`src/hdl/assert_macros.svh`:
```
// ----------------------------------------------------------------------------
// Assertion macros
// Shared concurrent assertion wrappers. They expand to nothing when SYNTH is set.
// ----------------------------------------------------------------------------
`ifndef ASSERT_MACROS_SVH
`define ASSERT_MACROS_SVH

`ifndef SYNTH

// A property that must hold at every clock edge out of reset.
`define ASSERT_ALWAYS(label, clk, rst_n, expr) \
    label: assert property (@(posedge clk) disable iff (!rst_n) (expr)) \
        else $error("assertion failed");

// The antecedent implies the consequent in the same cycle.
`define ASSERT_IMPLY(label, clk, rst_n, ante, cons) \
    label: assert property (@(posedge clk) disable iff (!rst_n) (ante) |-> (cons)) \
        else $error("assertion failed");

// The antecedent implies the consequent in the next cycle.
`define ASSERT_NEXT(label, clk, rst_n, ante, cons) \
    label: assert property (@(posedge clk) disable iff (!rst_n) (ante) |=> (cons)) \
        else $error("assertion failed");

`else

`define ASSERT_ALWAYS(label, clk, rst_n, expr)
`define ASSERT_IMPLY(label, clk, rst_n, ante, cons)
`define ASSERT_NEXT(label, clk, rst_n, ante, cons)

`endif

`endif

```
`src/hdl/tsbp_pkg.sv`:
```
// ----------------------------------------------------------------------------
// tsbp_pkg
// Types and constants shared by the pacer and its channel interfaces.
// ----------------------------------------------------------------------------
`default_nettype none

package tsbp_pkg;

    localparam int CREDIT_W   = 56;
    localparam int RATE_W     = 32;
    localparam int LIMIT_W    = 40;
    localparam int COOL_W     = 32;
    localparam int COUNT_W    = 8;
    localparam int DUE_W      = 16;
    localparam int AHEAD_W    = 40;
    localparam int CFG_IDX_W  = 3;
    localparam int CFG_DATA_W = 40;

    // One packet is 188 bytes; the credit is kept in 1/256-bit units.
    localparam int PKT_BITS   = 188 * 8;
    localparam int FRAC_BITS  = 8;
    localparam int PKT_PROD_W = COUNT_W + 11;

    // 1504 * 256 = 47 * 2^13, so credit / (1504 * 256) = (credit >> 13) / 47.
    localparam int DIV_SHIFT  = 13;
    localparam int DIV_ODD    = 47;
    localparam int QUOT_IN_W  = 22;
    localparam int RECIP_W    = 23;
    localparam int RECIP_SH   = 28;
    localparam logic [RECIP_W-1:0] RECIP_47 = 23'd5711393;
    // Quotients at or above 65536 start here.
    localparam logic [CREDIT_W-DIV_SHIFT-1:0] DUE_SAT_IN = 43'(DIV_ODD * 65536);

    localparam logic [COOL_W-1:0] COOLDOWN_RESET = 32'd30000;

    typedef enum logic {
        CMD_TICK    = 1'b0,
        CMD_ACCOUNT = 1'b1
    } t_cmd;

    typedef enum logic [CFG_IDX_W-1:0] {
        REG_RATE_PER_TICK   = 3'd0,
        REG_STUFF_ENABLE    = 3'd1,
        REG_THROTTLE_ENABLE = 3'd2,
        REG_OVERAGE_LIMIT   = 3'd3,
        REG_ALERT_COOLDOWN  = 3'd4
    } t_reg_idx;

endpackage

`default_nettype wire

```
`src/hdl/tsbp_if.sv`:
```
// ----------------------------------------------------------------------------
// tsbp channel interfaces
// Valid/ready channels for input items, results and register writes.
// ----------------------------------------------------------------------------
`default_nettype none

interface tsbp_in_if;
    logic                          valid;
    logic                          ready;
    logic                          command;
    logic [tsbp_pkg::COUNT_W-1:0]  packet_count;

    modport source (output valid, output command, output packet_count, input ready);
    modport sink   (input valid, input command, input packet_count, output ready);
endinterface

interface tsbp_out_if;
    logic                          valid;
    logic                          ready;
    logic [tsbp_pkg::DUE_W-1:0]    stuff_due;
    logic [tsbp_pkg::AHEAD_W-1:0]  ahead_bits;
    logic                          throttle;
    logic                          overage_alert;

    modport source (output valid, output stuff_due, output ahead_bits, output throttle,
                    output overage_alert, input ready);
    modport sink   (input valid, input stuff_due, input ahead_bits, input throttle,
                    input overage_alert, output ready);
endinterface

interface tsbp_cfg_if;
    logic                            valid;
    logic                            ready;
    logic [tsbp_pkg::CFG_IDX_W-1:0]  index;
    logic [tsbp_pkg::CFG_DATA_W-1:0] data;

    modport source (output valid, output index, output data, input ready);
    modport sink   (input valid, input index, input data, output ready);
endinterface

`default_nettype wire

```
`src/hdl/ts_bitrate_pacer.sv`:
```
// ----------------------------------------------------------------------------
// ts_bitrate_pacer
// Credit-based pacer for a 188-byte transport-stream output.
// ----------------------------------------------------------------------------
// Usage: every beat on i_in is either a time tick (command 0), which adds the
// configured rate to a signed 56-bit credit, or an account beat (command 1),
// which removes packet_count * 1504 bits from it. Every input beat yields one
// result beat on o_out with the null packets due, the bits sent ahead of
// schedule, a throttle flag and an overage alert. Registers are written over
// i_cfg, which is always ready; writes are meant for idle periods only.
// The credit register takes the sum when a beat is accepted, and the result
// register is loaded from it in turn. Throughput is one beat per cycle while
// o_out.ready stays high, set by the credit add and saturate loop.
// When the receiver stalls, the result register holds its beat; one more input
// beat is still taken into the credit stage, after which i_in.ready drops
// until the result is taken. Reset clears the credit, the cooldown counter and
// all valid flags and loads the registers with their defaults.
// ----------------------------------------------------------------------------
`default_nettype none

module ts_bitrate_pacer (
    input  wire        i_clk,
    input  wire        i_rst_n,
    tsbp_in_if.sink    i_in,
    tsbp_out_if.source o_out,
    tsbp_cfg_if.sink   i_cfg
);
    import tsbp_pkg::*;

    // Configuration registers.
    logic [RATE_W-1:0]  r_rate;
    logic               r_stuff_en;
    logic               r_throttle_en;
    logic [LIMIT_W-1:0] r_limit;
    logic [COOL_W-1:0]  r_cool_cfg;

    // Stage one: the running credit doubles as the payload of this stage.
    logic                       r_s1_valid;
    logic                       r_s1_cmd;
    logic signed [CREDIT_W-1:0] r_credit;

    // Stage two: alert state and the result register.
    logic [COOL_W-1:0]  r_cooldown;
    logic               r_alerted;
    logic               r_out_valid;
    logic [DUE_W-1:0]   r_due;
    logic [AHEAD_W-1:0] r_ahead;
    logic               r_throttle;
    logic               r_alert;

    logic in_acc;
    logic s2_adv;
    logic rate_on;

    assign rate_on = (r_rate != '0);
    assign s2_adv  = r_s1_valid && (!r_out_valid || o_out.ready);
    assign i_in.ready = !r_s1_valid || s2_adv;
    assign in_acc  = i_in.valid && i_in.ready;
    assign i_cfg.ready = 1'b1;

    // ---------------------------------------------------------------------
    // Configuration writes; an index beyond the list is ignored.
    // ---------------------------------------------------------------------
    always_ff @(posedge i_clk) begin
        if (!i_rst_n) begin
            r_rate        <= '0;
            r_stuff_en    <= 1'b0;
            r_throttle_en <= 1'b0;
            r_limit       <= '0;
            r_cool_cfg    <= COOLDOWN_RESET;
        end else if (i_cfg.valid) begin
            case (t_reg_idx'(i_cfg.index))
                REG_RATE_PER_TICK:   r_rate        <= i_cfg.data[RATE_W-1:0];
                REG_STUFF_ENABLE:    r_stuff_en    <= i_cfg.data[0];
                REG_THROTTLE_ENABLE: r_throttle_en <= i_cfg.data[0];
                REG_OVERAGE_LIMIT:   r_limit       <= i_cfg.data[LIMIT_W-1:0];
                REG_ALERT_COOLDOWN:  r_cool_cfg    <= i_cfg.data[COOL_W-1:0];
                default: ;
            endcase
        end
    end

    // ---------------------------------------------------------------------
    // Credit update: one 57-bit add, then saturation to the 56-bit range.
    // ---------------------------------------------------------------------
    logic [PKT_PROD_W-1:0]      pkt_bits;
    logic signed [CREDIT_W:0]   delta;
    logic signed [CREDIT_W:0]   sum_wide;
    logic signed [CREDIT_W-1:0] n_credit;

    always_comb begin
        pkt_bits = PKT_PROD_W'(i_in.packet_count) * PKT_PROD_W'(PKT_BITS);
        if (i_in.command == CMD_ACCOUNT) begin
            delta = -$signed({{(CREDIT_W+1-PKT_PROD_W-FRAC_BITS){1'b0}}, pkt_bits,
                              {FRAC_BITS{1'b0}}});
        end else begin
            delta = $signed({{(CREDIT_W+1-RATE_W){1'b0}}, r_rate});
        end
        sum_wide = {r_credit[CREDIT_W-1], r_credit} + delta;
        if (sum_wide[CREDIT_W] != sum_wide[CREDIT_W-1]) begin
            // Overflow: clamp to the most negative or most positive credit.
            n_credit = sum_wide[CREDIT_W] ? {1'b1, {(CREDIT_W-1){1'b0}}}
                                          : {1'b0, {(CREDIT_W-1){1'b1}}};
        end else begin
            n_credit = sum_wide[CREDIT_W-1:0];
        end
    end

    always_ff @(posedge i_clk) begin
        if (!i_rst_n) begin
            r_s1_valid <= 1'b0;
            r_credit   <= '0;
        end else begin
            if (in_acc) begin
                r_s1_valid <= 1'b1;
                r_credit   <= n_credit;
            end else if (s2_adv) begin
                r_s1_valid <= 1'b0;
            end
        end
    end

    always_ff @(posedge i_clk) begin
        if (in_acc) begin
            r_s1_cmd <= i_in.command;
        end
    end

    // ---------------------------------------------------------------------
    // Result logic on the stored credit.
    // ---------------------------------------------------------------------
    logic [CREDIT_W-1:0]          neg_credit;
    logic [AHEAD_W-1:0]           ahead_sat;
    logic [AHEAD_W-1:0]           n_ahead;
    logic [CREDIT_W-DIV_SHIFT-1:0] quot_in;
    logic [QUOT_IN_W+RECIP_W-1:0] quot_prod;
    logic [DUE_W-1:0]             n_due;
    logic                         cred_pos;
    logic                         n_alert;
    logic [COOL_W-1:0]            n_cooldown;

    always_comb begin
        // Bits ahead: floor(-credit / 256), saturated to 40 bits.
        neg_credit = ~r_credit + 1'b1;
        if (|neg_credit[CREDIT_W-1:FRAC_BITS+AHEAD_W]) begin
            ahead_sat = '1;
        end else begin
            ahead_sat = neg_credit[FRAC_BITS+AHEAD_W-1:FRAC_BITS];
        end
        n_ahead = (rate_on && r_credit[CREDIT_W-1]) ? ahead_sat : '0;

        // Null packets due, via a reciprocal multiply by 1/47.
        cred_pos  = !r_credit[CREDIT_W-1] && (r_credit != '0);
        quot_in   = r_credit[CREDIT_W-1:DIV_SHIFT];
        quot_prod = quot_in[QUOT_IN_W-1:0] * RECIP_47;
        if (!(r_stuff_en && rate_on && cred_pos)) begin
            n_due = '0;
        end else if (quot_in >= DUE_SAT_IN) begin
            n_due = '1;
        end else begin
            n_due = quot_prod[RECIP_SH+DUE_W-1:RECIP_SH];
        end

        // Alert and cooldown follow the items in order.
        n_alert    = 1'b0;
        n_cooldown = r_cooldown;
        if (r_s1_cmd == CMD_ACCOUNT) begin
            if (rate_on && (n_ahead > r_limit) && (!r_alerted || (r_cooldown == '0))) begin
                n_alert    = 1'b1;
                n_cooldown = r_cool_cfg;
            end
        end else if (r_cooldown != '0) begin
            n_cooldown = r_cooldown - 1'b1;
        end
    end

    always_ff @(posedge i_clk) begin
        if (!i_rst_n) begin
            r_out_valid <= 1'b0;
            r_cooldown  <= '0;
            r_alerted   <= 1'b0;
        end else begin
            if (s2_adv) begin
                r_out_valid <= 1'b1;
                r_cooldown  <= n_cooldown;
                if (n_alert) begin
                    r_alerted <= 1'b1;
                end
            end else if (o_out.ready) begin
                r_out_valid <= 1'b0;
            end
        end
    end

    always_ff @(posedge i_clk) begin
        if (s2_adv) begin
            r_due      <= n_due;
            r_ahead    <= n_ahead;
            r_throttle <= r_throttle_en && rate_on && r_credit[CREDIT_W-1];
            r_alert    <= n_alert;
        end
    end

    assign o_out.valid         = r_out_valid;
    assign o_out.stuff_due     = r_due;
    assign o_out.ahead_bits    = r_ahead;
    assign o_out.throttle      = r_throttle;
    assign o_out.overage_alert = r_alert;

    // ---------------------------------------------------------------------
    // Assertions.
    // ---------------------------------------------------------------------
`include "assert_macros.svh"

    `ASSERT_IMPLY(a_ready_when_empty, i_clk, i_rst_n, !r_s1_valid, i_in.ready)
    `ASSERT_NEXT(a_stall_holds_credit, i_clk, i_rst_n, r_s1_valid && !s2_adv, r_s1_valid && $stable(r_credit))
    `ASSERT_NEXT(a_alert_loads_cooldown, i_clk, i_rst_n, s2_adv && n_alert, r_cooldown == $past(r_cool_cfg) && r_alerted)
    `ASSERT_IMPLY(a_stuff_excludes_throttle, i_clk, i_rst_n, o_out.valid && (o_out.stuff_due != '0), !o_out.throttle && (o_out.ahead_bits == '0))

endmodule

`default_nettype wire

```
`src/flat_wrapper.sv`:
```
// flat-port wrapper written by rule: the top's interface ports become plain ports
module ts_bitrate_pacer_flat import tsbp_pkg::*;
  (i_clk, i_rst_n, i_in_valid, i_in_command, i_in_packet_count, i_in_ready, o_out_valid, o_out_stuff_due, o_out_ahead_bits, o_out_throttle, o_out_overage_alert, o_out_ready, i_cfg_valid, i_cfg_index, i_cfg_data, i_cfg_ready);
  tsbp_in_if i_in_i ();
  tsbp_out_if o_out_i ();
  tsbp_cfg_if i_cfg_i ();
  input  wire i_clk;
  input  wire i_rst_n;
  input wire logic [$bits(i_in_i.valid)-1:0] i_in_valid;
  input wire logic [$bits(i_in_i.command)-1:0] i_in_command;
  input wire logic [$bits(i_in_i.packet_count)-1:0] i_in_packet_count;
  output wire logic [$bits(i_in_i.ready)-1:0] i_in_ready;
  output wire logic [$bits(o_out_i.valid)-1:0] o_out_valid;
  output wire logic [$bits(o_out_i.stuff_due)-1:0] o_out_stuff_due;
  output wire logic [$bits(o_out_i.ahead_bits)-1:0] o_out_ahead_bits;
  output wire logic [$bits(o_out_i.throttle)-1:0] o_out_throttle;
  output wire logic [$bits(o_out_i.overage_alert)-1:0] o_out_overage_alert;
  input wire logic [$bits(o_out_i.ready)-1:0] o_out_ready;
  input wire logic [$bits(i_cfg_i.valid)-1:0] i_cfg_valid;
  input wire logic [$bits(i_cfg_i.index)-1:0] i_cfg_index;
  input wire logic [$bits(i_cfg_i.data)-1:0] i_cfg_data;
  output wire logic [$bits(i_cfg_i.ready)-1:0] i_cfg_ready;
  assign i_in_i.valid = i_in_valid;
  assign i_in_i.command = i_in_command;
  assign i_in_i.packet_count = i_in_packet_count;
  assign i_in_ready = i_in_i.ready;
  assign o_out_valid = o_out_i.valid;
  assign o_out_stuff_due = o_out_i.stuff_due;
  assign o_out_ahead_bits = o_out_i.ahead_bits;
  assign o_out_throttle = o_out_i.throttle;
  assign o_out_overage_alert = o_out_i.overage_alert;
  assign o_out_i.ready = o_out_ready;
  assign i_cfg_i.valid = i_cfg_valid;
  assign i_cfg_i.index = i_cfg_index;
  assign i_cfg_i.data = i_cfg_data;
  assign i_cfg_ready = i_cfg_i.ready;
  ts_bitrate_pacer u_core (.i_clk(i_clk), .i_rst_n(i_rst_n), .i_in(i_in_i), .o_out(o_out_i), .i_cfg(i_cfg_i));
endmodule
```
`config.mk`:
```
export PLATFORM = sky130hd
export DESIGN_NAME = ts_bitrate_pacer_flat
export DESIGN_NICKNAME = d
export VERILOG_FILES = /design/src/hdl/tsbp_pkg.sv /design/src/hdl/tsbp_if.sv /design/src/hdl/ts_bitrate_pacer.sv /design/src/flat_wrapper.sv
export VERILOG_INCLUDE_DIRS = /design/src /design/src/hdl
export SDC_FILE = /design/constraint.sdc
export NUM_CORES = 1
export LEC_CHECK = 0
export BUFFER_PORTS_ARGS = -buffer_cell sky130_fd_sc_hd__buf_2
export CORE_UTILIZATION = 40
export DETAILED_ROUTE_END_ITERATION = 6
export GPL_TIMING_DRIVEN = 0
export PLACE_DENSITY = 0.65
export RECOVER_POWER = 100
export SLEW_MARGIN = 20
export SYNTH_ARGS = -nofsm -noshare
export SYNTH_HDL_FRONTEND = slang
export SYNTH_SLANG_ARGS = --single-unit
```
`constraint.sdc`:
```
create_clock -name i_clk -period 8 [get_ports i_clk]
set_input_delay 0 -clock i_clk [delete_from_list [all_inputs] [get_ports i_clk]]
set_output_delay 0 -clock i_clk [all_outputs]
set_load 0.02 [all_outputs]
```
* After elaboration in Yosys (flattened, before gate mapping)
Index checks and enable logic that the tools add are counted.
Storage, ports and cells: logic and storage cells 78, RAM bits 0, register bits 256, ROM bits 0, memories kept 0, latch bits 0
Operators by class: reduce and logical (&&, ||, !) cells 33, divide/modulo/power cells 0, add/sub/neg operators 4, multiplexer cells 15, multipliers 2, equal/unequal tests 6, shift operators 0, magnitude comparators 2, bitwise logic cells 1
Operator list (count):
- two-way mux 56 bit | 2
- two-way mux 32 bit | 3
- two-way mux 40 bit | 2
- nonzero test 32 bit | 2
- adder 57 bit | 1
- two-way mux 57 bit | 1
- negator 27 -> 57 bit | 1
- adder 56 x 1 -> 56 bit (second input constant) | 1
- NOT 56 bit | 1
- nonzero test 56 bit | 1
- multiplier 22 x 23 -> 44 bit (second input constant) | 1
- greater-or-equal comparator 43 x 22 -> 1 bit (second input constant) | 1
- > comparator 40 bit | 1
- zero test 32 bit | 1
- subtractor 32 x 1 -> 32 bit (second input constant) | 1
- two-way mux 16 bit | 1
- multiplier 8 x 6 -> 14 bit (second input constant) | 1
- AND reduction 2 bit | 6
- logical AND 1 bit | 10
- OR reduction 8 bit | 1
- == test 3 x 2 -> 1 bit (second input constant) | 2
- two-way mux 1 bit | 6
- nonzero test 2 bit | 3
- zero test 1 bit | 4
- other kinds (7) | 9

* Longest topological paths before layout
word-level depth 11, mapped depth 31, gate-level depth less buffers 28

* Least setup slack after synthesis
No wires, ideal clock.
path type input -> register, start point in i_in_packet_count[2], end point reg u_core.r_credit[26], path slack 1.594 ns, stages on the path 28, arrival 6.311 ns, buffers on the path 4, cell sequence inv_1 > fa_1 > inv_1 > ha_1 > fa_1 > inv_1 > fa_1 > nor2b_1 > o2111ai_1 > a31oi_1 > xor2_1 > a2111oi_4 > clkbuf_1 > a41oi_1 > ha_1 > clkbuf_1 > and4_1 > nand4_1 > or3_1 > a311oi_1 > a311o_1 > nor2_1 > xnor2_2 > xnor2_2 > buf_2 > buf_4 > a21oi_1 > a221oi_1
On the way: word-level cells in the longest chain between the ends 6
Ends and longest elaborated chain:
- start: declaration | RTL line flat_wrapper.sv:11 | input wire logic [$bits(i_in_i.packet_count)-1:0] i_in_packet_count;
- multiplier 8 x 6 -> 14 bit (*) | RTL line ts_bitrate_pacer.sv:92 | pkt_bits = PKT_PROD_W'(i_in.packet_count) * PKT_PROD_W'(PKT_BITS);
- negator 27 -> 57 bit (*) | RTL line ts_bitrate_pacer.sv:94 | delta = -$signed({{(CREDIT_W+1-PKT_PROD_W-FRAC_BITS){1'b0}}, pkt_bits,
- two-way mux 57 bit (*) | RTL line ts_bitrate_pacer.sv:93 | if (i_in.command == CMD_ACCOUNT) begin
- adder 57 bit (*) | RTL line ts_bitrate_pacer.sv:99 | sum_wide = {r_credit[CREDIT_W-1], r_credit} + delta;
- two-way mux 56 bit or inequality test 1 bit (tied branches) | RTL line ts_bitrate_pacer.sv:102, ts_bitrate_pacer.sv:100
- two-way mux 56 bit (*) | RTL line ts_bitrate_pacer.sv:100 | if (sum_wide[CREDIT_W] != sum_wide[CREDIT_W-1]) begin
- end signal: assignment | RTL line ts_bitrate_pacer.sv:116 | r_credit <= n_credit;
- end: declaration | RTL line ts_bitrate_pacer.sv:40 | logic signed [CREDIT_W-1:0] r_credit;
Mark *: on every way between the ends. The rest lies on a longest branch, timed or not. A chain may end at the register's enable or synchronous reset.

* Worst setup path in the final report
start point in i_in_packet_count[4], end point reg u_core.r_credit[36]
The elaborated chain is that of the path after synthesis.

==> results_dict.tcl <==
set metrics [dict create \
    critPathLaunchType "input pin" \
    yosysSeqAreaShare_pct 22.8 \
    coreArea_um2 61800 \
    path_delay_family "compound AO/OA/AOI/OAI gates" \
    setup_viol 0 \
    fin_skew_ns 0.0466 \
    gp_congestion 0.954 \
    start_util_pct 40.5 \
    row_count 91 \
    crit_arrival_ns 8.08 \
    crit_fanout 10 \
    ant_nets 0 \
    firstDrtPassIters 7 \
    netlist_area_um2 25000 \
    dp_hpwl_um 62600 \
    routedWlPerCell_um 19.7 \
    final_nets 3677 \
    yosysWarnings 0 \
    max_freq_mhz 132 \
    first_iter_violations 2042 \
    io_buffers 115 \
    power_density_nw_per_um2 422 \
    crit_type "input pin to flop" \
    synth-seq-cells 256 \
    timing.final.max_slew_violations 54 \
    finalHoldViolCount 0 \
    dr_total_vias 22168 \
    r2r_start "u_core.r_credit[21]$_SDFFE_PN0P_" \
    area_delta_synth_final_pct 12.8 \
    fp.dieArea_um2 63600 \
    async_flop_share_pct 0 \
    tritoncts "yes" \
    clk_latency_ns 0.63 \
    htree_levels 1 \
    clock_sinks 256 \
    slowest_stage "o41ai_2" \
    cts_buffers 30 \
    fin_area_um2 28200 \
    critPathBufInv 6 \
    whs_endpoint "u_core.r_limit[32]$_SDFFE_PN0P_" \
    power_mw 11.9 \
    die_h_um 252 \
    worst_hold_slack_ns 0.182 \
    tns_ns 0 \
    drv_cap 1 \
    tightest_slew_ns 3.18 \
    utilization_pct 45.7 \
    clkSlewWorstSetupHoldPaths_ns 0.07 \
    critPathMaxStageDelay_ns 0.57 \
    hp-class "input pin to flop" \
    grt_max_degree 54 \
    cp.required_ns 8.51 \
    grt_pass1_wl_um 120000 \
    r2r-end "u_core.r_cooldown[27]$_SDFFE_PN0P_" \
    hold_start "i_cfg_data[32]" \
    grt_remaining_overflow 0 \
    hold_depth 4 \
    drc 1 \
    ys_types 91 \
    die_width_um 252 \
    reg2reg_slack_ns 0.45 \
    grt_pass1_vias 21115 \
    wl_um 78300 \
    rsz0062_at_grt "no" \
    synth_edf_count 59 \
    ir_worst_vdd_mv 0.449 \
    outcome "complete, but fails checks" \
    dpl-instance-area_um2 26700 \
    syn-num-nets 3474 \
    layout_commonest_cell "ha_1" \
    final_layout_size_suffix_gt1_share_pct 5.56 \
    most-common-layout-cells "361 x ha_1, 324 x nand2_1, 314 x a21oi_1" \
    antenna_found_initial 0 \
    root_buffer "clkbuf_16" \
    p_leak_nw 12.4 \
    end_kind "flop" \
    fin_crit_sh_pct 94.6 \
    synth.avg_cell_area_um2 8.63 \
    via_per_inst 5.59 \
    fin_crit_ns 7.57 \
    violations "design-rule violations, max-capacitance violations, max-slew violations" \
    slew-limit-headroom_pct -112 \
    grtUsageTotal_pct 24.2 \
    pin_count 118 \
    clk_path_buf_depth 3 \
    synth-main-ff-cell "dfxtp_1" \
    netlist_instances 2902 \
    r2r_cells 24 \
]
## report_power, final
part	internal (mW)	switching (mW)
sequential	1.44	0.224
clock	0.924	0.622
combinational	3.67	5.03
total	6.04	5.87
## worst register-to-register path: stages, from the launching register on
cell	delay [ns]
dfxtp_1	0.50
inv_1	0.40
ha_1	0.27
and4b_1	0.21
nand4_1	0.17
nor4_4	0.29
nand2_1	0.18
nor3_4	0.29
nand4b_1	0.47
nor3_1	0.44
a21oi_4	0.08
or4_1	0.59
buf_6	0.18
clkbuf_1	0.24
o21a_1	0.30
ha_1	0.33
a21o_1	0.16
a21o_1	0.16
a21oi_1	0.25
o211ai_1	0.13
a211oi_1	0.51
a211o_1	0.43
clkbuf_1	0.56
a21boi_0	0.19
o32ai_1	0.16
## cells by family (layout without fill, tap and decap cells)
family,Yosys count,in the layout,synth area share (%)
AND/OR/NAND/NOR,715,715,13.8
XOR/XNOR,130,130,4.61
other,1,2,0.0150
flip-flops,256,256,22.8
adder cells (fa/ha/maj),523,523,30.7
AO/OA/AOI/OAI,805,805,20.2
multiplexers,15,15,0.645
buffers and inverters,457,684,7.16
## worst max path at each step
stage                               startpoint                               end  slack (ns)  cells after the start
final                     i_in_packet_count[4]  u_core.r_credit[36]$_SDFFE_PN0P_        0.43                     27
after CTS                 i_in_packet_count[2]  u_core.r_credit[31]$_SDFFE_PN0P_        0.27                     29
after global routing      i_in_packet_count[4]  u_core.r_credit[31]$_SDFFE_PN0P_        0.02                     27
after global placement    i_in_packet_count[4]  u_core.r_credit[34]$_SDFFE_PN0P_       -0.36                     28
after detailed placement  i_in_packet_count[2]  u_core.r_credit[34]$_SDFFE_PN0P_       -0.32                     29
after floorplan           i_in_packet_count[2]  u_core.r_credit[26]$_SDFFE_PN0P_        1.59                     28
## per-stage QoR
stage	cells	setup WS (ns)
6_report	3967	0.429
3_5_place_dp	3855	-0.315
3_3_place_gp	3854	-0.358
5_1_grt	3966	0.0218
4_1_cts	3963	0.274
2_1_floorplan	2902	1.59
## synthesized netlist by cell type (9+ instances only)
library cell,instances,area [µm²]
o21ai_1,10,50.1
fa_1,154,3080
o21ai_0,138,691
o21a_1,58,435
inv_1,312,1170
a21o_1,73,548
nor4_1,27,169
dfxtp_1,197,3940
ha_1,361,4520
nor2_1,123,462
xnor2_1,82,718
buf_2,9,45.0
nand3_1,34,170
a32o_1,10,100
nor3_1,43,215
or3_1,12,75.1
nor2b_1,27,169
clkbuf_1,124,465
or2_2,9,56.3
and2_1,10,62.6
a41oi_1,15,131
edfxtp_1,59,1770
a21oi_1,314,1570
o211ai_1,9,67.6
a31oi_1,18,113
o32ai_1,10,87.6
xor2_1,46,403
nand2_1,323,1210
a221oi_1,35,307
a211oi_1,16,120
and3_1,20,125
mux2_2,9,101
nand4_1,38,238
o22ai_1,20,125
## routing by layer
| layer | vias to the layer above | GRT usage (%) | wire [µm] |
|---|---|---|---|
| met5 | - | 0 | 0 |
| met4 | 0 | 7.95 | 2660 |
| met3 | 158 | 3.10 | 5790 |
| met2 | 866 | 39.3 | 35800 |
| met1 | 10539 | 33.2 | 34100 |
| li1 | 10605 | - | - |
## state kept, by name, summed over array words and instances (netlist names), 16 cells and up
register,flops
u_core.r_credit,56
u_core.r_cool_cfg,32
u_core.r_limit,40
u_core.r_cooldown,32
u_core.o_out.ahead_bits,40
u_core.o_out.stuff_due,16
u_core.r_rate,32
## area by class of cell
class	instances	area (µm²)
plain buffers	144	592
repair buffers	171	1040
inverters	313	1180
well taps	837	1050
fillers	6083	33600
diodes	1	2.50
clock buffers	41	905
clock inverters	15	214
flip-flops and latches	256	5720
multi-input cells	2189	17600
## repair_timing
item,CTS,global route
hold endpoints to repair,109,0
resized for setup,0,8
endpoints found under the setup margin,0,48
hold buffers,52,0
setup buffers,0,3
Note: power is estimated with default switching activity, not from simulation.
